[config.mk]
export PLATFORM = sky130hd
export DESIGN_NAME = nic_tx_rx_ring_tracker_core
export DESIGN_NICKNAME = d
export VERILOG_FILES = /design/src/hdl/ntrt_pkg.sv /design/src/hdl/ntrt_ctrl.sv /design/src/hdl/ntrt_dp.sv /design/src/hdl/nic_tx_rx_ring_tracker_core.sv
export SDC_FILE = /design/constraint.sdc
export NUM_CORES = 1
export LEC_CHECK = 0
export BUFFER_PORTS_ARGS = -buffer_cell sky130_fd_sc_hd__buf_2
export CAP_MARGIN = 20
export CORE_ASPECT_RATIO = 1.25
export CORE_UTILIZATION = 45
export CTS_CLUSTER_DIAMETER = 80
export DETAILED_ROUTE_END_ITERATION = 8
export GPL_TIMING_DRIVEN = 0
export PLACE_DENSITY = 0.59
export SLEW_MARGIN = 25
export SYNTH_ARGS = -nofsm -noshare
export SYNTH_HDL_FRONTEND = slang
export SYNTH_SLANG_ARGS = --single-unit
[constraint.sdc]
create_clock -name clk_i -period 9.6 [get_ports clk_i]
set_clock_uncertainty 0.2 [all_clocks]
set_input_delay 0 -clock clk_i [delete_from_list [all_inputs] [get_ports clk_i]]
set_output_delay 0 -clock clk_i [all_outputs]
set_load 0.1 [all_outputs]
[src/hdl/ntrt_pkg.sv]
// Shared types and constants for the transmit ring / receive pointer tracker.
// Used by ntrt_ctrl, ntrt_dp and nic_tx_rx_ring_tracker_core. No dependencies.
package ntrt_pkg;

  // Event codes carried by the opcode field of a request.
  typedef enum logic [1:0] {
    OP_SEND   = 2'd0,
    OP_TXDONE = 2'd1,
    OP_RXHDR  = 2'd2,
    OP_NONE   = 2'd3
  } opcode_e;

  // Result status codes.
  typedef enum logic [1:0] {
    ST_GOOD = 2'd0,
    ST_FULL = 2'd1,
    ST_DROP = 2'd2,
    ST_RSVD = 2'd3
  } status_e;

  // Controller states, one-hot.
  typedef enum logic [4:0] {
    S_IDLE = 5'b00001,
    S_SCAN = 5'b00010,
    S_TXD  = 5'b00100,
    S_TXK  = 5'b01000,
    S_FIN  = 5'b10000
  } state_e;

  // Minimum transmit frame length in bytes.
  localparam logic [15:0] MIN_FRAME = 16'd60;
  // Last byte offset usable before the 64 KiB receive ring end, minus the header.
  localparam logic [15:0] RX_FIRST_BASE = 16'hFFFC;
  // Receive ring size in bytes, 18 bits wide to compare against grown sums.
  localparam logic [17:0] RX_RING_BYTES = 18'd65536;
  // Receive header size and the card's release offset.
  localparam logic [17:0] RX_HDR_BYTES = 18'd4;
  localparam logic [15:0] RX_RELEASE_OFS = 16'd16;

  // Commands from the controller to the datapath.
  typedef struct packed {
    logic accept;      // latch the request and start a scan at the head
    logic scan_step;   // move the scan to the next slot
    logic send_take;   // claim the scanned slot and load the send result
    logic send_full;   // load the ring-full result
    logic tx_advance;  // free the head slot, advance the head, read its length
    logic tx_load;     // load the transmit-done result
    logic ev_load;     // load the receive result (or an empty one)
  } cmd_t;

  // Status from the datapath to the controller.
  typedef struct packed {
    opcode_e op;
    logic    slot_free;
    logic    scan_last;
    logic    out_free;
  } sts_t;

endpackage

[src/hdl/ntrt_ctrl.sv]
// Controller state machine of the ring tracker: sequences one request at a time.
// Depends on ntrt_pkg.
module ntrt_ctrl
  import ntrt_pkg::*;
(
  input  logic clk_i,
  input  logic rst_ni,
  input  logic in_valid_i,
  output logic in_ready_o,
  input  sts_t sts_i,
  output cmd_t cmd_o
);

  state_e state_q, state_d;

  assign in_ready_o = (state_q == S_IDLE);

  always_comb begin
    state_d = state_q;
    cmd_o   = '0;
    case (state_q)
      S_IDLE: begin
        if (in_valid_i) begin
          cmd_o.accept = 1'b1;
          state_d = S_FIN;
        end
      end
      S_SCAN: begin
        if (sts_i.slot_free) begin
          if (sts_i.out_free) begin
            cmd_o.send_take = 1'b1;
            state_d = S_IDLE;
          end
        end else if (sts_i.scan_last) begin
          if (sts_i.out_free) begin
            cmd_o.send_full = 1'b1;
            state_d = S_IDLE;
          end
        end else begin
          cmd_o.scan_step = 1'b1;
        end
      end
      S_TXD: begin
        cmd_o.tx_advance = 1'b1;
        state_d = S_TXK;
      end
      S_TXK: begin
        if (sts_i.out_free) begin
          cmd_o.tx_load = 1'b1;
          state_d = S_IDLE;
        end
      end
      S_FIN: begin
        // The opcode was latched on acceptance; branch on it here.
        case (sts_i.op)
          OP_SEND: state_d = S_SCAN;
          OP_TXDONE: state_d = S_TXD;
          default: begin
            if (sts_i.out_free) begin
              cmd_o.ev_load = 1'b1;
              state_d = S_IDLE;
            end
          end
        endcase
      end
      default: state_d = S_IDLE;
    endcase
  end

  always_ff @(posedge clk_i or negedge rst_ni) begin
    if (!rst_ni) begin
      state_q <= S_IDLE;
    end else begin
      state_q <= state_d;
    end
  end

  a_take_needs_free: assert property (@(posedge clk_i) disable iff (!rst_ni)
    (cmd_o.send_take || cmd_o.send_full || cmd_o.tx_load || cmd_o.ev_load)
      |-> sts_i.out_free)
    else $error("result loaded while output register is occupied");

  a_txd_then_txk: assert property (@(posedge clk_i) disable iff (!rst_ni)
    cmd_o.tx_advance |=> (state_q == S_TXK))
    else $error("head advance not followed by kick check");

  a_accept_idle: assert property (@(posedge clk_i) disable iff (!rst_ni)
    cmd_o.accept |=> (state_q == S_FIN))
    else $error("accepted request not dispatched");

endmodule

[src/hdl/ntrt_dp.sv]
// Datapath of the ring tracker: slot flags, slot length memory, head and
// receive pointers, scan counter and the result register. Depends on ntrt_pkg.
module ntrt_dp
  import ntrt_pkg::*;
#(
  parameter int TX_SLOTS   = 16,
  parameter int MAX_PACKET = 2048
) (
  input  logic        clk_i,
  input  logic        rst_ni,
  input  cmd_t        cmd_i,
  output sts_t        sts_o,
  input  logic [1:0]  opcode_i,
  input  logic [15:0] packet_length_i,
  input  logic        header_ok_i,
  output logic        out_valid_o,
  input  logic        out_ready_i,
  output logic [1:0]  status_o,
  output logic [3:0]  slot_index_o,
  output logic [15:0] padded_length_o,
  output logic        kick_valid_o,
  output logic [1:0]  kick_port_o,
  output logic [3:0]  kick_slot_o,
  output logic [15:0] kick_length_o,
  output logic        rx_deliver_o,
  output logic        rx_split_o,
  output logic [15:0] rx_first_length_o,
  output logic [15:0] rx_read_pointer_o,
  output logic [15:0] rx_release_value_o
);

  localparam int SW = (TX_SLOTS > 1) ? $clog2(TX_SLOTS) : 1;
  localparam logic [SW-1:0] LAST_SLOT = SW'(TX_SLOTS - 1);

  // Request fields, held for the life of the request.
  opcode_e     op_q;
  logic [15:0] len_q;
  logic        ok_q;

  logic [TX_SLOTS-1:0] busy_q;
  logic [SW-1:0]       head_q, head_d, head_inc;
  logic [SW-1:0]       scan_q, scan_inc, cnt_q;
  logic [15:0]         rx_q;

  logic [15:0] mem [TX_SLOTS];
  logic [15:0] rd_q;

  // Result register.
  logic        out_valid_q;
  status_e     status_q;
  logic [3:0]  slot_index_q, kick_slot_q;
  logic [15:0] padded_q, kick_length_q;
  logic        kick_valid_q, rx_deliver_q, rx_split_q;
  logic [1:0]  kick_port_q;
  logic [15:0] rx_first_q, rx_ptr_q, rx_rel_q;

  // Next result values.
  status_e     res_status;
  logic [3:0]  res_slot, res_kslot;
  logic [15:0] res_padded, res_klen;
  logic        res_kvalid, res_deliver, res_split;
  logic [1:0]  res_kport;
  logic [15:0] res_first, res_ptr, res_rel;

  logic        load;
  logic [15:0] padded;
  logic [SW+3:0] scan_ext, head_ext;
  logic [17:0] rx_sum, rx_round;
  logic        rx_ok;

  assign head_inc = (head_q == LAST_SLOT) ? '0 : head_q + SW'(1);
  assign scan_inc = (scan_q == LAST_SLOT) ? '0 : scan_q + SW'(1);
  assign head_d   = cmd_i.tx_advance ? head_inc : head_q;

  assign scan_ext = {4'b0000, scan_q};
  assign head_ext = {4'b0000, head_q};
  assign padded   = (len_q < MIN_FRAME) ? MIN_FRAME : len_q;

  assign rx_sum   = {2'b00, rx_q} + {2'b00, len_q} + RX_HDR_BYTES;
  assign rx_round = rx_sum + 18'd3;
  assign rx_ok    = ok_q && (len_q < 16'(MAX_PACKET));

  assign load = cmd_i.send_take || cmd_i.send_full || cmd_i.tx_load || cmd_i.ev_load;

  assign sts_o.op        = op_q;
  assign sts_o.slot_free = !busy_q[scan_q];
  assign sts_o.scan_last = (cnt_q == LAST_SLOT);
  assign sts_o.out_free  = !out_valid_q || out_ready_i;

  always_comb begin
    res_status  = ST_GOOD;
    res_slot    = '0;
    res_padded  = '0;
    res_kvalid  = 1'b0;
    res_kport   = '0;
    res_kslot   = '0;
    res_klen    = '0;
    res_deliver = 1'b0;
    res_split   = 1'b0;
    res_first   = '0;
    res_ptr     = '0;
    res_rel     = '0;
    if (cmd_i.send_full) begin
      res_status = ST_FULL;
    end else if (cmd_i.send_take) begin
      res_slot   = scan_ext[3:0];
      res_padded = padded;
      if (scan_q == head_q) begin
        res_kvalid = 1'b1;
        res_kport  = scan_ext[1:0];
        res_kslot  = scan_ext[3:0];
        res_klen   = padded;
      end
    end else if (cmd_i.tx_load) begin
      if (busy_q[head_q]) begin
        res_kvalid = 1'b1;
        res_kport  = head_ext[1:0];
        res_kslot  = head_ext[3:0];
        res_klen   = rd_q;
      end
    end else if (cmd_i.ev_load && (op_q == OP_RXHDR)) begin
      if (rx_ok) begin
        res_deliver = 1'b1;
        if (rx_sum > RX_RING_BYTES) begin
          res_split = 1'b1;
          res_first = RX_FIRST_BASE - rx_q;
        end
      end else begin
        res_status = ST_DROP;
      end
      // Round up to a 4-byte boundary and wrap inside the 64 KiB ring.
      res_ptr = {rx_round[15:2], 2'b00};
      res_rel = {rx_round[15:2], 2'b00} - RX_RELEASE_OFS;
    end
  end

  // Control state.
  always_ff @(posedge clk_i or negedge rst_ni) begin
    if (!rst_ni) begin
      busy_q      <= '0;
      head_q      <= '0;
      rx_q        <= '0;
      out_valid_q <= 1'b0;
    end else begin
      head_q <= head_d;
      if (cmd_i.send_take) begin
        busy_q[scan_q] <= 1'b1;
      end
      if (cmd_i.tx_advance) begin
        busy_q[head_q] <= 1'b0;
      end
      if (cmd_i.ev_load && (op_q == OP_RXHDR)) begin
        rx_q <= res_ptr;
      end
      if (load) begin
        out_valid_q <= 1'b1;
      end else if (out_ready_i) begin
        out_valid_q <= 1'b0;
      end
    end
  end

  // Payload registers.
  always_ff @(posedge clk_i) begin
    if (cmd_i.accept) begin
      op_q  <= opcode_e'(opcode_i);
      len_q <= packet_length_i;
      ok_q  <= header_ok_i;
      scan_q <= head_q;
      cnt_q  <= '0;
    end else if (cmd_i.scan_step) begin
      scan_q <= scan_inc;
      cnt_q  <= cnt_q + SW'(1);
    end
    if (load) begin
      status_q      <= res_status;
      slot_index_q  <= res_slot;
      padded_q      <= res_padded;
      kick_valid_q  <= res_kvalid;
      kick_port_q   <= res_kport;
      kick_slot_q   <= res_kslot;
      kick_length_q <= res_klen;
      rx_deliver_q  <= res_deliver;
      rx_split_q    <= res_split;
      rx_first_q    <= res_first;
      rx_ptr_q      <= res_ptr;
      rx_rel_q      <= res_rel;
    end
  end

  // Slot length memory: one write port, one registered read port at the next head.
  always_ff @(posedge clk_i) begin
    if (cmd_i.send_take) begin
      mem[scan_q] <= padded;
    end
    rd_q <= mem[head_d];
  end

  assign out_valid_o        = out_valid_q;
  assign status_o           = status_q;
  assign slot_index_o       = slot_index_q;
  assign padded_length_o    = padded_q;
  assign kick_valid_o       = kick_valid_q;
  assign kick_port_o        = kick_port_q;
  assign kick_slot_o        = kick_slot_q;
  assign kick_length_o      = kick_length_q;
  assign rx_deliver_o       = rx_deliver_q;
  assign rx_split_o         = rx_split_q;
  assign rx_first_length_o  = rx_first_q;
  assign rx_read_pointer_o  = rx_ptr_q;
  assign rx_release_value_o = rx_rel_q;

  a_take_sets_busy: assert property (@(posedge clk_i) disable iff (!rst_ni)
    cmd_i.send_take |=> busy_q[$past(scan_q)])
    else $error("claimed slot not marked busy");

  a_result_held: assert property (@(posedge clk_i) disable iff (!rst_ni)
    (out_valid_q && !out_ready_i) |=> out_valid_q)
    else $error("pending result dropped");

  a_rx_aligned: assert property (@(posedge clk_i) disable iff (!rst_ni)
    rx_q[1:0] == 2'b00)
    else $error("receive pointer lost 4-byte alignment");

endmodule

[src/hdl/nic_tx_rx_ring_tracker_core.sv]
// Top level of the transmit descriptor ring and receive ring pointer tracker.
// Instantiates ntrt_ctrl and ntrt_dp; depends on ntrt_pkg.
//
// Usage: each request on the input channel (in_valid_i / in_ready_o) carries
// one event: a send request, a transmit-done event or a receive header. Each
// accepted request produces exactly one result on the output channel
// (out_valid_o / out_ready_i), in request order.
// A send request scans the transmit ring from the head for a free slot, one
// slot per cycle, through S_FIN and S_SCAN. A transmit-done event passes
// through S_FIN, S_TXD and S_TXK, as the new head's stored length comes from
// a registered memory read. A receive header, or an unused opcode, gets its
// result loaded from S_FIN. One request is in flight at a time; in_ready_o
// rises again the cycle after the result is loaded into the output register.
// Reset clears the busy flags, the transmit head and the receive pointer; the
// slot length memory is not cleared, as a slot's length is written whenever
// it is claimed. A stalled receiver holds the result in the output register; a
// new request is still taken, and its own result waits until the register
// frees up.
module nic_tx_rx_ring_tracker_core
  import ntrt_pkg::*;
#(
  parameter int TX_SLOTS   = 16,
  parameter int MAX_PACKET = 2048
) (
  input  logic        clk_i,
  input  logic        rst_ni,
  input  logic        in_valid_i,
  output logic        in_ready_o,
  input  logic [1:0]  opcode_i,
  input  logic [15:0] packet_length_i,
  input  logic        header_ok_i,
  output logic        out_valid_o,
  input  logic        out_ready_i,
  output logic [1:0]  status_o,
  output logic [3:0]  slot_index_o,
  output logic [15:0] padded_length_o,
  output logic        kick_valid_o,
  output logic [1:0]  kick_port_o,
  output logic [3:0]  kick_slot_o,
  output logic [15:0] kick_length_o,
  output logic        rx_deliver_o,
  output logic        rx_split_o,
  output logic [15:0] rx_first_length_o,
  output logic [15:0] rx_read_pointer_o,
  output logic [15:0] rx_release_value_o
);

  cmd_t cmd;
  sts_t sts;

  // The controller sequences each request; it sees the datapath only through
  // the command and status structs.
  ntrt_ctrl u_ctrl (
    .clk_i      (clk_i),
    .rst_ni     (rst_ni),
    .in_valid_i (in_valid_i),
    .in_ready_o (in_ready_o),
    .sts_i      (sts),
    .cmd_o      (cmd)
  );

  // The datapath holds all ring state and the result register.
  ntrt_dp #(
    .TX_SLOTS   (TX_SLOTS),
    .MAX_PACKET (MAX_PACKET)
  ) u_dp (
    .clk_i              (clk_i),
    .rst_ni             (rst_ni),
    .cmd_i              (cmd),
    .sts_o              (sts),
    .opcode_i           (opcode_i),
    .packet_length_i    (packet_length_i),
    .header_ok_i        (header_ok_i),
    .out_valid_o        (out_valid_o),
    .out_ready_i        (out_ready_i),
    .status_o           (status_o),
    .slot_index_o       (slot_index_o),
    .padded_length_o    (padded_length_o),
    .kick_valid_o       (kick_valid_o),
    .kick_port_o        (kick_port_o),
    .kick_slot_o        (kick_slot_o),
    .kick_length_o      (kick_length_o),
    .rx_deliver_o       (rx_deliver_o),
    .rx_split_o         (rx_split_o),
    .rx_first_length_o  (rx_first_length_o),
    .rx_read_pointer_o  (rx_read_pointer_o),
    .rx_release_value_o (rx_release_value_o)
  );

endmodule

### Word-level counts from Yosys, hierarchy flattened

Memories as Yosys holds them, arrays and structs flattened. A register that Yosys moved wholly into a read port is not among the register bits.
Index checks and enable logic that the tools add are counted.

* bits in registers: 164
* RAM bits: 256
* bits of input ports: 23
* output and inout port bits: 97
* word-level logic and storage cells: 142
* memories: 1

Memories
* u_dp.mem: words 16, width 16, read ports 1, clocked after memory_dff 1, wr ports 1, RTL line ntrt_dp.sv:45 `logic [15:0] mem [TX_SLOTS];`

* $add $sub $neg: 8
* $lt $le $gt $ge: 7
* equality and inequality tests: 13
* multiplexer cells: 65
* bitwise operators: 7
* reductions and logical operators: 18

Operators with widths (count)
* 16-bit two-way mux: 11
* 4-bit two-way mux: 9
* 1-bit two-way mux: 29
* 5-bit case mux with 5 select lines: 1
* 5-bit two-way mux: 4
* 17-bit by 3-bit adder with 18-bit output, second input constant: 1
* 18-bit by 17-bit > comparator with 1-bit output, second input constant: 1
* 16-bit by 16-bit adder with 17-bit output: 1
* 16-bit by 2-bit adder with 16-bit output, second input constant: 1
* 16-bit bitwise AND: 1
* 16-bit by 12-bit < comparator with 1-bit output, second input constant: 1
* 16-bit by 6-bit < comparator with 1-bit output, second input constant: 1
* 16-bit NOT: 1
* 16-bit bitwise OR: 1
* 16-bit subtractor, first input constant: 1
* 16-bit by 5-bit subtractor with 16-bit output, second input constant: 1
* 4-bit by 1-bit adder with 4-bit output, second input constant: 3
* 4-bit equality test, second input constant: 3
* 4-bit by 5-bit < comparator with 1-bit output, second input constant: 2
* 2-bit two-way mux: 5
* 5-bit case mux with 2 select lines: 1
* 1-bit binary-select mux with 4-bit select: 2
* 1-bit demux with 4-bit select: 2
* 4-bit by 1-bit >= comparator with 1-bit output, second input constant: 2
* other kinds (22): 33

### Longest topological paths before layout

Gate-level depths: netlist of run 1.

* depth in word-level cells: 10
* gate-level depth with buffers: 15
* mapped depth without buffers: 14

### Hierarchy

A second synthesis of run 1 with hierarchy kept.

* cells, all modules: 1291
* area total of the unflattened synthesis: 18340.1 sq um

Modules (own cells, without submodules)
* ntrt_dp: instances 1, cells an instance 1245, area an instance 17942.2 sq um, seq. area each 12266.8 sq um
* ntrt_ctrl: instances 1, cells an instance 46, area an instance 397.9 sq um, seq. area each 126.4 sq um

### Least setup slack after synthesis of run 1

OpenSTA, ideal clock, no wires.

* path type: flip-flop to flip-flop
* start point: register u_dp.scan_q[0]
* end point: memory u_dp.mem[0][0], enable pin
* library setup time: 412 ps
* arrival time: 3180 ps
* data required time: 8988 ps
* slack: 5808 ps
* stages on the path, launching flop included: 7
* buffers on the path: 1
* clock period less this slack: 3792 ps
* cells stage by stage: edfxtp_1 buf_2 mux4_2 mux4_2 nor3_4 nand2_1 nor3_1

* longest elaborated chain between the ends: 6

Ends and longest elaborated chain
* from (decl): RTL line ntrt_dp.sv:42 `logic [SW-1:0] scan_q, scan_inc, cnt_q;`
* from (signal assigned): RTL line ntrt_dp.sv:169 `scan_q <= head_q;`
* from (signal assigned): RTL line ntrt_dp.sv:172 `scan_q <= scan_inc;`
* 1-bit binary-select mux with 4-bit select: RTL line ntrt_dp.sv:86 `assign sts_o.slot_free = !busy_q[scan_q];`
* 1-bit two-way mux (not written as such): RTL line ntrt_dp.sv:86
* 1-bit two-way mux: RTL line ntrt_ctrl.sv:29 `if (sts_i.slot_free) begin`
* 3-bit two-way mux: RTL line ntrt_ctrl.sv:21 `case (state_q)`
* 1-bit two-way mux: RTL line ntrt_dp.sv:193 `if (cmd_i.send_take) begin`
* 1-bit two-way mux (not written as such): RTL line ntrt_dp.sv:194 `mem[scan_q] <= padded;`
* to (decl): RTL line ntrt_dp.sv:45

Parallel ways exist; a longest one is shown, timed or not. The select of a mux whose other input is x is not followed.

### Worst setup path after layout of run 1

* start point: register u_dp.len_q[3]
* end point: register u_dp.rx_first_q[6] (netlist: u_dp.rx_first_length_o[6]) (data pin)

* longest elaborated chain between the ends: 5
* elaborated cells on any way between the ends: 8
* those cells by class: add/sub (2); order compare (2); bitwise (2); reduce/logical (2)

Ends and longest elaborated chain
* from (decl): RTL line ntrt_dp.sv:37 `logic [15:0] len_q;`
* from (signal assigned): RTL line ntrt_dp.sv:167 `len_q <= packet_length_i;`
* 16-bit by 16-bit adder with 17-bit output: RTL line ntrt_dp.sv:79 `assign rx_sum = {2'b00, rx_q} + {2'b00, len_q} + RX_HDR_BYTES;`
* 17-bit by 3-bit adder with 18-bit output: RTL line ntrt_dp.sv:79
* 18-bit by 17-bit > comparator with 1-bit output: RTL line ntrt_dp.sv:124 `if (rx_sum > RX_RING_BYTES) begin`
* 1-bit NOT (no line)
* 6-bit OR reduction (no line) (*)
* to (signal assigned): RTL line ntrt_dp.sv:185 `rx_first_q <= res_first;`
* to (decl): RTL line ntrt_dp.sv:55 `logic [15:0] rx_first_q, rx_ptr_q, rx_rel_q;`

Mark *: on every way between the ends. The rest lies on a longest branch, timed or not.
A chain may end at the register's enable or synchronous reset.

==> results of run 1 <==
## layout make-up
cell class | instances | area, um2 | share of cell area, %
Clock inverter | 22 | 318 | 1.47
Clock buffer | 51 | 1070 | 4.97
Sequential cell | 426 | 12400 | 57.4
Multi-Input combinational cell | 887 | 5400 | 25.0
Tap cell | 504 | 631 | 2.92
Buffer | 100 | 473 | 2.19
Inverter | 22 | 82.6 | 0.383
Timing Repair Buffer | 173 | 1210 | 5.61
## state kept, by name (all words and copies together) (netlist names), 2 cells and up
name                     cells
u_dp.rx_read_pointer_o      14
u_dp.rx_release_value_o     14
u_ctrl.state_q               5
u_dp.head_q                  4
u_dp.cnt_q                   4
u_dp.rx_q                   14
u_dp.kick_slot_o             3
u_dp.slot_index_o            4
u_dp.rd_q                   16
u_dp.scan_q                  4
u_dp.status_o                2
u_dp.busy_q                 16
u_dp.kick_length_o          16
u_dp.len_q                  16
u_dp.padded_length_o        16
u_dp.op_q                    2
u_dp.rx_first_length_o      14
u_dp.mem                   256
## layer usage
metal	vias to the layer above	track usage, %	share of wire (%)
li1	5700	-	-
met1	5981	28.4	41
met2	358	40.7	51
met3	98	2.77	4.3
met4	0	9.35	3.6
met5	-	0	0
## critical path, stage by stage (launching register included)
cell	delay (ns)
edfxtp_1	0.43
ha_1	0.31
ha_1	0.19
inv_1	0.06
fa_1	0.38
nand2b_1	0.19
a211o_1	0.33
a31oi_1	0.29
xnor2_2	0.24
nand4_1	0.22
o41ai_1	0.37
a311o_1	0.47
buf_4	0.30
nor3_2	0.07
## logic make-up (layout without fill, tap and decap cells)
family | after synthesis | in the layout
and+or+nand+nor | 605 | 605
AOI/OAI and AO/OA | 189 | 189
adders and majority gates | 38 | 38
buffers and inverters | 122 | 368
xor gates and xnor gates | 34 | 34
muxes | 15 | 15
DFF | 426 | 426
other | 1 | 6
## timing repair
item | 4_1_cts | 5_1_grt
endpoints found under the setup margin | 0 | 0
hold endpoints to repair | 75 | 0
setup buffers | 0 | 0
hold buffers | 43 | 0
## worst min-delay path by stage
stage                                          to
CTS                  u_dp.out_valid_o$_DFFE_PN0P_
floorplan           u_ctrl.state_q[1]$_DFFE_PN0P_
global placement           u_dp.op_q[0]$_DFFE_PP_
detailed placement  u_ctrl.state_q[2]$_DFFE_PN0P_
finish               u_dp.out_valid_o$_DFFE_PN0P_
global route         u_dp.out_valid_o$_DFFE_PN0P_
## synth_stat cells, types with 6 or more instances
master    count  area (um2)
edfxtp_1    366       11000
nand2_1     290        1090
nand3_1      96         480
nor2_1       79         297
clkbuf_1     48         180
dfrtp_1      39         976
and3_1       37         231
ha_1         37         463
a311oi_1     32         280
a21oi_1      29         145
o21ai_0      26         130
buf_2        24         120
inv_1        22        82.6
and2_1       21         131
a22o_1       20         175
a31oi_1      20         125
dfxtp_1      20         400
a311o_1      17         170
xor2_1       17         149
xnor2_1      15         131
a21o_1       14         105
buf_1        14        52.6
nor3_1       14        70.1
buf_4        11        82.6
nor3_2       11         110
mux4_2       10         225
nand2b_1      8        50.1
nor2b_1       7        43.8
nor4_1        7        43.8
nand4_1       6        37.5
## metrics by stage
stage / util [%] / total power, mW / instances / instance area, um2 / setup WS [ns]
floorplan: - / 3.88 / 1435 / 18300 / 5.81
global placement: 48.7 / 4.39 / 2052 / 19500 / 4.63
detailed placement: 49.3 / 4.42 / 2069 / 19700 / 5.28
CTS: 53.9 / 6.13 / 2185 / 21600 / 5.26
global route: 53.9 / 6.37 / 2185 / 21600 / 5.06
finish: 53.9 / 6.10 / 2185 / 21600 / 5.30
## power by group
group / internal [mW] / switching [mW]
Clock: 1.01 / 0.681
Sequential: 2.22 / 0.0964
Combinational: 0.643 / 1.44
Total: 3.88 / 2.22
==> metrics.yaml, run 1 <==
setup_path:
  cp.required_ns: 9.70
  crit_path_end_kind: "flop"
  worstSetupStartpoint: "u_dp.len_q[3]$_DFFE_PP_"
  start_kind: "flop"
  ff2ff_path_depth: 13
  endpoint: "u_dp.rx_first_length_o[6]$_SDFFCE_PP0P_"
  worst-setup-path-type: "reg -> reg"
  r2r_slack_ns: 5.30
  r2r_end: "u_dp.rx_first_length_o[6]$_SDFFCE_PP0P_"
  crit_arrival_ns: 4.40
  r2r-start: "u_dp.len_q[3]$_DFFE_PP_"
  critPathMaxFanout: 10
min_path:
  min_delay_path_depth: 4
  holdCritPathClass: "in -> reg"
  holdCritStartpoint: "out_ready_i"
global_route:
  antenna_found_initial: 0
  track_usage_pct: 22.9
  overflow: 0
  grt_pass1_vias: 11825
  grt_max_degree: 41
  grt_pass1_wl_um: 70600
sta:
  finalHoldViolations: 0
  setup_tns_ns: 0
  worst_pin_slew_ns: 1.03
  fmax_mhz: 232
  slew_viol_final: 0
  rsz0062_at_grt: "false"
  setup_violations: 0
  period_needed_ns: 4.30
  max_slew_margin_pct: 31.0
  timing.final.crit_share_pct: 44.8
  whs_ns: 0.178
logic_synthesis:
  synth-compound-area-share_pct: 7.69
  synth_top_family_by_area: "simple AND/OR/NAND/NOR gates"
  ys_seq_elements: 426
  ys_seq_area_share_pct: 67.9
  muxShareOfSynthArea_pct: 1.51
  yosysWarnings: 0
  ys.flop_type: "edfxtp_1"
  syn_avg_cell_area_um2: 12.8
  synthAdderAreaFrac_pct: 2.64
  synth_xor_area_share_pct: 1.71
  synth_edf_count: 366
  synthesis.area_um2: 18300
  ys_types: 71
  async_flop_share_pct: 9.39
  synth-simple-area-share_pct: 15.5
  syn_inst: 1430
route:
  drt_iter0_drc: 1005
  vias: 12137
  ant_nets: 0
  viasPerCell: 5.55
  drc_errors: 0
  post_drt_wl_per_cell_um: 21.5
  drt-pass1-iter-count: 5
  drt_wl_total_um: 47000
power_and_ir_drop:
  power_density_nw_per_um2: 282
  worst_ir_drop_vdd_v: 0.000149
  leakagePower_nw: 8.00
clock_tree:
  numCtsBuffers: 41
  cts_buffer_depth: 3
  cts_sinks: 426
  clk_pin_slew_worst_paths_ns: 0.06
  insertion_delay_ns: 0.56
  clock-root-buffer: "clkbuf_16"
  ctsResizeCount: 0
  htreeDepth: 2
  tritoncts: "built"
finish:
  layout_common_cells: "edfxtp_1, nand2_1, buf_2"
  final_common_cell: "edfxtp_1"
  layout-drive-gt1-share_pct: 17.0
  fin_nets: 1712
  antenna_cells: 0
  fillers: 3345
  syn2layout_area_growth_pct: 18.2
placement:
  port_buffers: 113
  dp_hpwl_um: 33100
  routabilityCongestion: 0.844
floorplanning:
  die_y_um: 227
  dieArea_um2: 41400
  io_pins: 120
  initial_utilization_pct: 45.6
  core-area_um2: 40000
  die_w_um: 182
  fp-row-count: 82
outcome:
  status: "finished, final reports clean"
flow_run:
  maxCapViolations: 0
No activity file was read; power rests on OpenSTA's default activity.
==> run 2: changes to the inputs <==
--- a/config.mk
+++ b/config.mk
@@ -5,6 +5,7 @@
 export SDC_FILE = /design/constraint.sdc
 export NUM_CORES = 1
 export LEC_CHECK = 0
+export ABC_AREA = 1
 export BUFFER_PORTS_ARGS = -buffer_cell sky130_fd_sc_hd__buf_2
 export CAP_MARGIN = 20
 export CORE_ASPECT_RATIO = 1.25
@@ -12,7 +13,7 @@
 export CTS_CLUSTER_DIAMETER = 80
 export DETAILED_ROUTE_END_ITERATION = 8
 export GPL_TIMING_DRIVEN = 0
-export PLACE_DENSITY = 0.59
+export PLACE_DENSITY = 0.62
 export SLEW_MARGIN = 25
 export SYNTH_ARGS = -nofsm -noshare
 export SYNTH_HDL_FRONTEND = slang
==> constraint.sdc (replaced) <==
create_clock -name clk_i -period 3.76 [get_ports clk_i]
set_clock_uncertainty 0.2 [all_clocks]
set_input_delay 0 -clock clk_i [delete_from_list [all_inputs] [get_ports clk_i]]
set_output_delay 0 -clock clk_i [all_outputs]
set_load 0.1 [all_outputs]
==> run 2 against run 1 <==
First-iteration DRC count is 7.8% higher; highest routed layer unchanged; via count is 8.0% higher; clock power grew to 2.6 times the previous value; synthesized cell count is 12% higher; final cell count is 9.5% higher; design area is 1.4% higher; register-to-register slack worse by 5.0 ns; power grew to 3.0 times the previous value; worst hold slack worse by 0.021 ns.
==> metrics.yaml, run 2 <==
clock_tree:
  clk_pin_slew_worst_paths_ns: 0.06
  postCtsSetupRepairBufs: 0
  tritoncts: "built"
  numCtsBuffers: 42
  htreeDepth: 2
  cts_buffer_depth: 3
  clock-root-buffer: "clkbuf_16"
  cts_sinks: 426
  insertion_delay_ns: 0.56
route:
  vias: 13103
  viasPerCell: 5.48
  drt_iter0_drc: 1083
  post_drt_wl_per_cell_um: 21.3
  drt_wl_total_um: 50900
  drt-pass1-iter-count: 5
  ant_nets: 0
  drc_errors: 0
placement:
  port_buffers: 113
  dp_hpwl_um: 35000
  dpl-instance-area_um2: 20000
  post-place-cells: 2270
  routabilityCongestion: 0.889
  place_ws_ns: 0.169
setup_path:
  critPathMaxFanout: 11
  start_kind: "flop"
  crit_top_cell: "clkbuf_1"
  worst-setup-path-type: "reg -> reg"
  worstSetupStartpoint: "u_dp.head_q[0]$_DFF_PN0_"
  crit_arrival_ns: 3.79
  slowest_stage: "clkbuf_1"
  r2r-start: "u_dp.head_q[0]$_DFF_PN0_"
  worstPathCellList: "inv_2, clkbuf_1, ha_1, o21ai_1, buf_2, clkbuf_1, o21ai_0, o221ai_1, nand3_1, nand2_1"
  cp.required_ns: 4.04
  critPathMaxStageDelay_ns: 0.43
  crit_path_end_kind: "flop"
sta:
  worst_slack_ns: 0.249
  fmax_mhz: 285
  finalHoldViolations: 0
  setup_violations: 0
  worst_pin_slew_ns: 1.08
  slew_viol_final: 0
  whs_ns: 0.158
  max_slew_margin_pct: 27.9
  timing.final.crit_share_pct: 93.4
  setup_tns_ns: 0
  period_needed_ns: 3.51
  rsz0062_at_grt: "false"
finish:
  final_core_util_pct: 54.4
  final_common_cell: "edfxtp_1"
  syn2layout_area_growth_pct: 18.8
  fin_cells: 2392
  regMostFlops: "u_dp.mem"
  fin_nets: 1874
  antenna_cells: 0
  fin_area_um2: 21900
  largest_register_ffs: 256
  layout-drive-gt1-share_pct: 18.5
  layout_common_cells: "edfxtp_1, nor2_1, nand2_1"
logic_synthesis:
  synthAdderAreaFrac_pct: 2.62
  synth_edf_count: 366
  yosysMostFrequentCell: "edfxtp_1"
  syn_avg_cell_area_um2: 11.5
  yosysWarnings: 0
  ys.flop_type: "edfxtp_1"
  muxShareOfSynthArea_pct: 0
  yosysTopAreaCell: "edfxtp_1"
  ys_types: 49
  syn_inst: 1598
  synth-compound-area-share_pct: 11.2
  synth.area.top_cells: "edfxtp_1, dfrtp_1, nor2_1"
  ys_seq_area_share_pct: 67.2
  synth-simple-area-share_pct: 13.4
  synth_top_area_share_pct: 59.6
  netlist_top_cells_count: "edfxtp_1, nor2_1, nand2_1"
  synth_top_family_by_area: "simple AND/OR/NAND/NOR gates"
  synthesis.area_um2: 18400
  synth_xor_area_share_pct: 0.231
  ys_seq_elements: 426
  async_flop_share_pct: 9.39
global_route:
  overflow: 0
  grt_pass1_wl_um: 76400
  track_usage_pct: 24.5
  grt_max_degree: 53
  antenna_found_initial: 0
  grt_pass1_vias: 12720
power_and_ir_drop:
  power_density_nw_per_um2: 827
  worst_ir_drop_vdd_v: 0.000502
  p_total_mw: 18.1
  leakagePower_nw: 8.28
floorplanning:
  fp-row-count: 82
  core-area_um2: 40200
  dieArea_um2: 41800
  die_y_um: 228
  die_w_um: 183
  initial_utilization_pct: 45.8
  io_pins: 120
outcome:
  status: "finished, final reports clean"
min_path:
  holdCritPathClass: "in -> reg"
  holdCritStartpoint: "in_valid_i"
flow_run:
  maxCapViolations: 0
==> run 2: cell count changes after synthesis, sizes merged, moves of 18 or more <==
cell	previous run	this run
nor2	80	263
o21ai	26	173
inv	22	146
nand2	290	200
o221ai	0	49
nand3	96	57
and3	37	0
o22ai	1	37
a311oi	32	0
and2	22	0
a22o	20	0
a31oi	20	2
==> run 2: worst paths after layout <==
path	cells after the start	slack, ns	end
min	6	0.16	u_ctrl.state_q[1]$_DFFE_PN0P_
max reg2reg	10	0.25	u_dp.rd_q[9]$_DFF_P_
max	10	0.25	u_dp.rd_q[9]$_DFF_P_
min reg2reg	1	0.27	u_dp.cnt_q[2]$_SDFFE_PP0P_
min in group asynchronous	3	0.27	u_dp.rx_q[10]$_DFFE_PN0P_
max in group asynchronous	4	2.59	u_dp.rx_q[11]$_DFFE_PN0P_
==> run 2: kinds of logic (layout without fill, tap and decap cells) <==
group / Yosys count / after routing
AND/OR/NAND/NOR: 552 / 553
buffers and inverters: 233 / 475
adder cells (fa/ha/maj): 38 / 38
XOR/XNOR: 4 / 4
other: 1 / 6
AO/OA/AOI/OAI: 344 / 344
flip-flops: 426 / 426
==> run 2: cell type report <==
class	instances	area, um2
inverters	146	548
flip-flops and latches	426	12400
clock buffers	52	1120
repair buffers	165	1160
fillers	3432	18300
well taps	546	683
plain buffers	87	419
clock inverters	25	334
multi-input cells	945	5230
==> run 2: layer usage <==
layer	vias up	GRT usage (%)	wire length [um]
met1	6360	31.1	20300
met4	0	11.0	2110
met5	-	0	0
li1	6064	-	-
met3	106	3.29	3280
met2	573	41.7	25200
==> run 2: critical path, delay by kind of cell, from the launching register on <==
kind	cells	cell delay, ns
buf+inv	4	1.27
compound gates	3	0.79
simple gates	2	0.43
flops	1	0.42
fa+ha+maj	1	0.32
==> run 2: timing repair <==
action | 4_1_cts | 5_1_grt
gates resized for setup | 0 | 1
hold buffers | 44 | 0
endpoints found under the setup margin | 0 | 62
endpoints found under the hold margin | 69 | 0
==> run 2: where the power goes <==
part / total [mW] / switching [mW] / leakage [nW] / internal [mW]
Clock: 4.46 / 1.79 / 0.702 / 2.67
Sequential: 6.12 / 0.298 / 3.99 / 5.82
Combinational: 7.54 / 5.64 / 3.58 / 1.90
Total: 18.1 / 7.73 / 8.28 / 10.4
==> run 3: changes to the inputs <==
--- a/config.mk
+++ b/config.mk
@@ -5,15 +5,15 @@
 export SDC_FILE = /design/constraint.sdc
 export NUM_CORES = 1
 export LEC_CHECK = 0
-export ABC_AREA = 1
-export BUFFER_PORTS_ARGS = -buffer_cell sky130_fd_sc_hd__buf_2
+export ABC_AREA = 0
 export CAP_MARGIN = 20
 export CORE_ASPECT_RATIO = 1.25
 export CORE_UTILIZATION = 45
 export CTS_CLUSTER_DIAMETER = 80
 export DETAILED_ROUTE_END_ITERATION = 8
+export DONT_BUFFER_PORTS = 1
 export GPL_TIMING_DRIVEN = 0
-export PLACE_DENSITY = 0.62
+export PLACE_DENSITY = 0.59
 export SLEW_MARGIN = 25
 export SYNTH_ARGS = -nofsm -noshare
 export SYNTH_HDL_FRONTEND = slang
==> run 3 against run 2 <==
Via count is 8.5% lower; core utilization is 0.48 points lower; wire length is 7.4% lower; critical path depth is 4 higher; worst setup slack worse by 0.24 ns; critical path type unchanged; non-clock buffer count is 54 lower; clock-buffer cell count is 7 higher; clock power is 12% lower; largest power group is now sequential cells; sequential cell count stayed put.
==> metrics.yaml, run 3 (same netlist as run 1, synthesis figures left out) <==
setup_path:
  start_kind: "flop"
  crit_path_end_kind: "flop"
  critPathMaxStageDelay_ns: 0.52
  crit_arrival_ns: 3.85
  worst-path-buf-inv: 3
  worstPathCellList: "ha_1, ha_2, inv_2, fa_2, nand2b_4, a211o_4, a31oi_4, xnor2_2, nand4_1, or4_4, a21oi_4, buf_12, buf_8, nor3_2"
  critPathMaxFanout: 5
  cp.required_ns: 3.86
  slowest_stage: "or4_4"
  worst-setup-path-type: "reg -> reg"
  cp_top_family: "simple AND/OR/NAND/NOR gates"
clock_tree:
  cts_buffer_depth: 3
  htreeDepth: 2
  insertion_delay_ns: 0.56
  clock-root-buffer: "clkbuf_16"
  numCtsBuffers: 42
  tritoncts: "built"
  cts_sinks: 426
  clk_pin_slew_worst_paths_ns: 0.06
sta:
  max_slew_margin_pct: 33.6
  setup_violations: 0
  setup_tns_ns: 0
  worst_slack_ns: 0.00799
  timing.final.crit_share_pct: 99.8
  slew_viol_final: 0
  period_needed_ns: 3.75
  finalHoldViolations: 0
  fmax_mhz: 267
  rsz0062_at_grt: "true"
  worst_pin_slew_ns: 0.996
floorplanning:
  dieArea_um2: 41400
  die_y_um: 227
  io_pins: 120
  core-area_um2: 40000
  initial_utilization_pct: 45.6
  fp-row-count: 82
  die_w_um: 182
power_and_ir_drop:
  power_density_nw_per_um2: 730
  share_comb_of_total_power_pct: 32.8
  worst_ir_drop_vdd_v: 0.000400
  leakagePower_nw: 7.80
  seqPwrFrac_pct: 42.2
  internal-power_mw: 9.83
  switchingPower_mw: 5.93
  swShare_pct: 37.6
  clock_power_share_pct: 25.0
route:
  post_drt_wl_per_cell_um: 22.3
  vias: 11992
  drc_errors: 0
  drt-pass1-iter-count: 5
  drt_iter0_drc: 858
  viasPerCell: 5.68
  ant_nets: 0
  drt_wl_total_um: 47200
global_route:
  grt_pass1_wl_um: 69800
  track_usage_pct: 22.6
  overflow: 0
  antenna_found_initial: 0
  grt_max_degree: 49
  grt_pass1_vias: 11472
finish:
  antenna_cells: 0
  final_common_cell: "edfxtp_1"
  fin_cells: 2113
  syn2layout_area_growth_pct: 18.2
  largest_register_ffs: 256
  layout-drive-gt1-share_pct: 16.6
  regMostFlops: "u_dp.mem"
  fin_nets: 1638
  layout_common_cells: "edfxtp_1, nand2_1, nand3_1"
placement:
  port_buffers: 0
  place_ws_ns: -0.492
  post-place-cells: 1953
  routabilityCongestion: 0.883
  dp_hpwl_um: 32100
flow_run:
  maxCapViolations: 0
min_path:
  holdCritPathClass: "in -> reg"
outcome:
  status: "finished, final reports clean"
run 3: cell count changes in the layout (fill, tap and decap cells not counted), moves of 38 or more:
cell | before | now
nor2_1 | 224 | 66
o221ai_1 | 49 | 0
o21ai_0 | 161 | 23
buf_4 | 11 | 49
nand3_1 | 48 | 96
buf_2 | 145 | 23
inv_1 | 123 | 20
nand2_1 | 172 | 288
run 3: power groups by stage:
| stage | clock [mW] | combinational [mW] | sequential (mW) |
|---|---|---|---|
| floorplan | 0 | 3.28 | 6.62 |
| global placement | 0 | 4.35 | 6.75 |
| detailed placement | 0 | 4.44 | 6.74 |
| CTS | 4.00 | 4.84 | 6.65 |
| global route | 4.16 | 5.62 | 6.68 |
| finish | 3.94 | 5.16 | 6.65 |
run 3: worst reg2reg max path: cells and delay by family, from the launching register on:
| kind | cells | cell delay, ns |
|---|---|---|
| flops | 1 | 0.41 |
| buf+inv | 3 | 0.31 |
| simple gates | 4 | 0.89 |
| fa+ha+maj | 3 | 0.83 |
| compound gates | 3 | 0.72 |
| xor+xnor | 1 | 0.15 |
run 3: worst paths after layout:
kind | from | slack (ns) | cells past startpoint | end
worst max-delay path | u_dp.rx_q[3]$_DFFE_PN0P_ | 0.008 | 14 | u_dp.rx_first_length_o[7]$_SDFFCE_PP0P_
worst min register to register | u_dp.op_q[0]$_DFFE_PP_ | 0.31 | 1 | u_ctrl.state_q[1]$_DFFE_PN0P_
min in group asynchronous | rst_ni | 0.46 | 3 | u_ctrl.state_q[0]$_DFFE_PN1P_
worst min-delay path | out_ready_i | 0.13 | 3 | u_dp.out_valid_o$_DFFE_PN0P_
worst max register to register | u_dp.rx_q[3]$_DFFE_PN0P_ | 0.008 | 14 | u_dp.rx_first_length_o[7]$_SDFFCE_PP0P_
max in group asynchronous | rst_ni | 2.65 | 4 | u_dp.rx_q[6]$_DFFE_PN0P_
run 3: area by class of cell:
type | count | area [um2]
Tap cell | 504 | 631
Buffer | 98 | 489
Timing Repair Buffer | 100 | 1010
Inverter | 22 | 82.6
Multi-Input combinational cell | 887 | 5720
Clock buffer | 59 | 1130
Clock inverter | 17 | 126
Sequential cell | 426 | 12400
Fill cell | 3281 | 18400
run 3: through the flow:
stage | util, % | hold WS [ns] | power (mW) | area (um2)
after detailed placement | 47.9 | -0.495 | 11.2 | 19200
after global placement | 47.3 | -0.495 | 11.1 | 18900
after CTS | 53.1 | 0.0924 | 15.5 | 21200
after global routing | 54.0 | 0.161 | 16.5 | 21600
final | 54.0 | 0.132 | 15.8 | 21600
after floorplan | - | -0.496 | 9.90 | 18300
run 3: layer usage:
metal / global-route usage [%] / part of all wire [%]
met2: 40.4 / 51
met1: 28.1 / 40
met5: 0 / 0
met3: 2.86 / 4.9
met4: 8.38 / 3.2
run 3: what timing repair did:
item | CTS | global route
endpoints found under the hold margin | 75 | 0
setup buffers | 20 | 21
pin swaps | 11 | 15
gates cloned | 1 | 0
hold buffers | 44 | 0
setup endpoints to repair | 131 | 233
resized for setup | 32 | 52
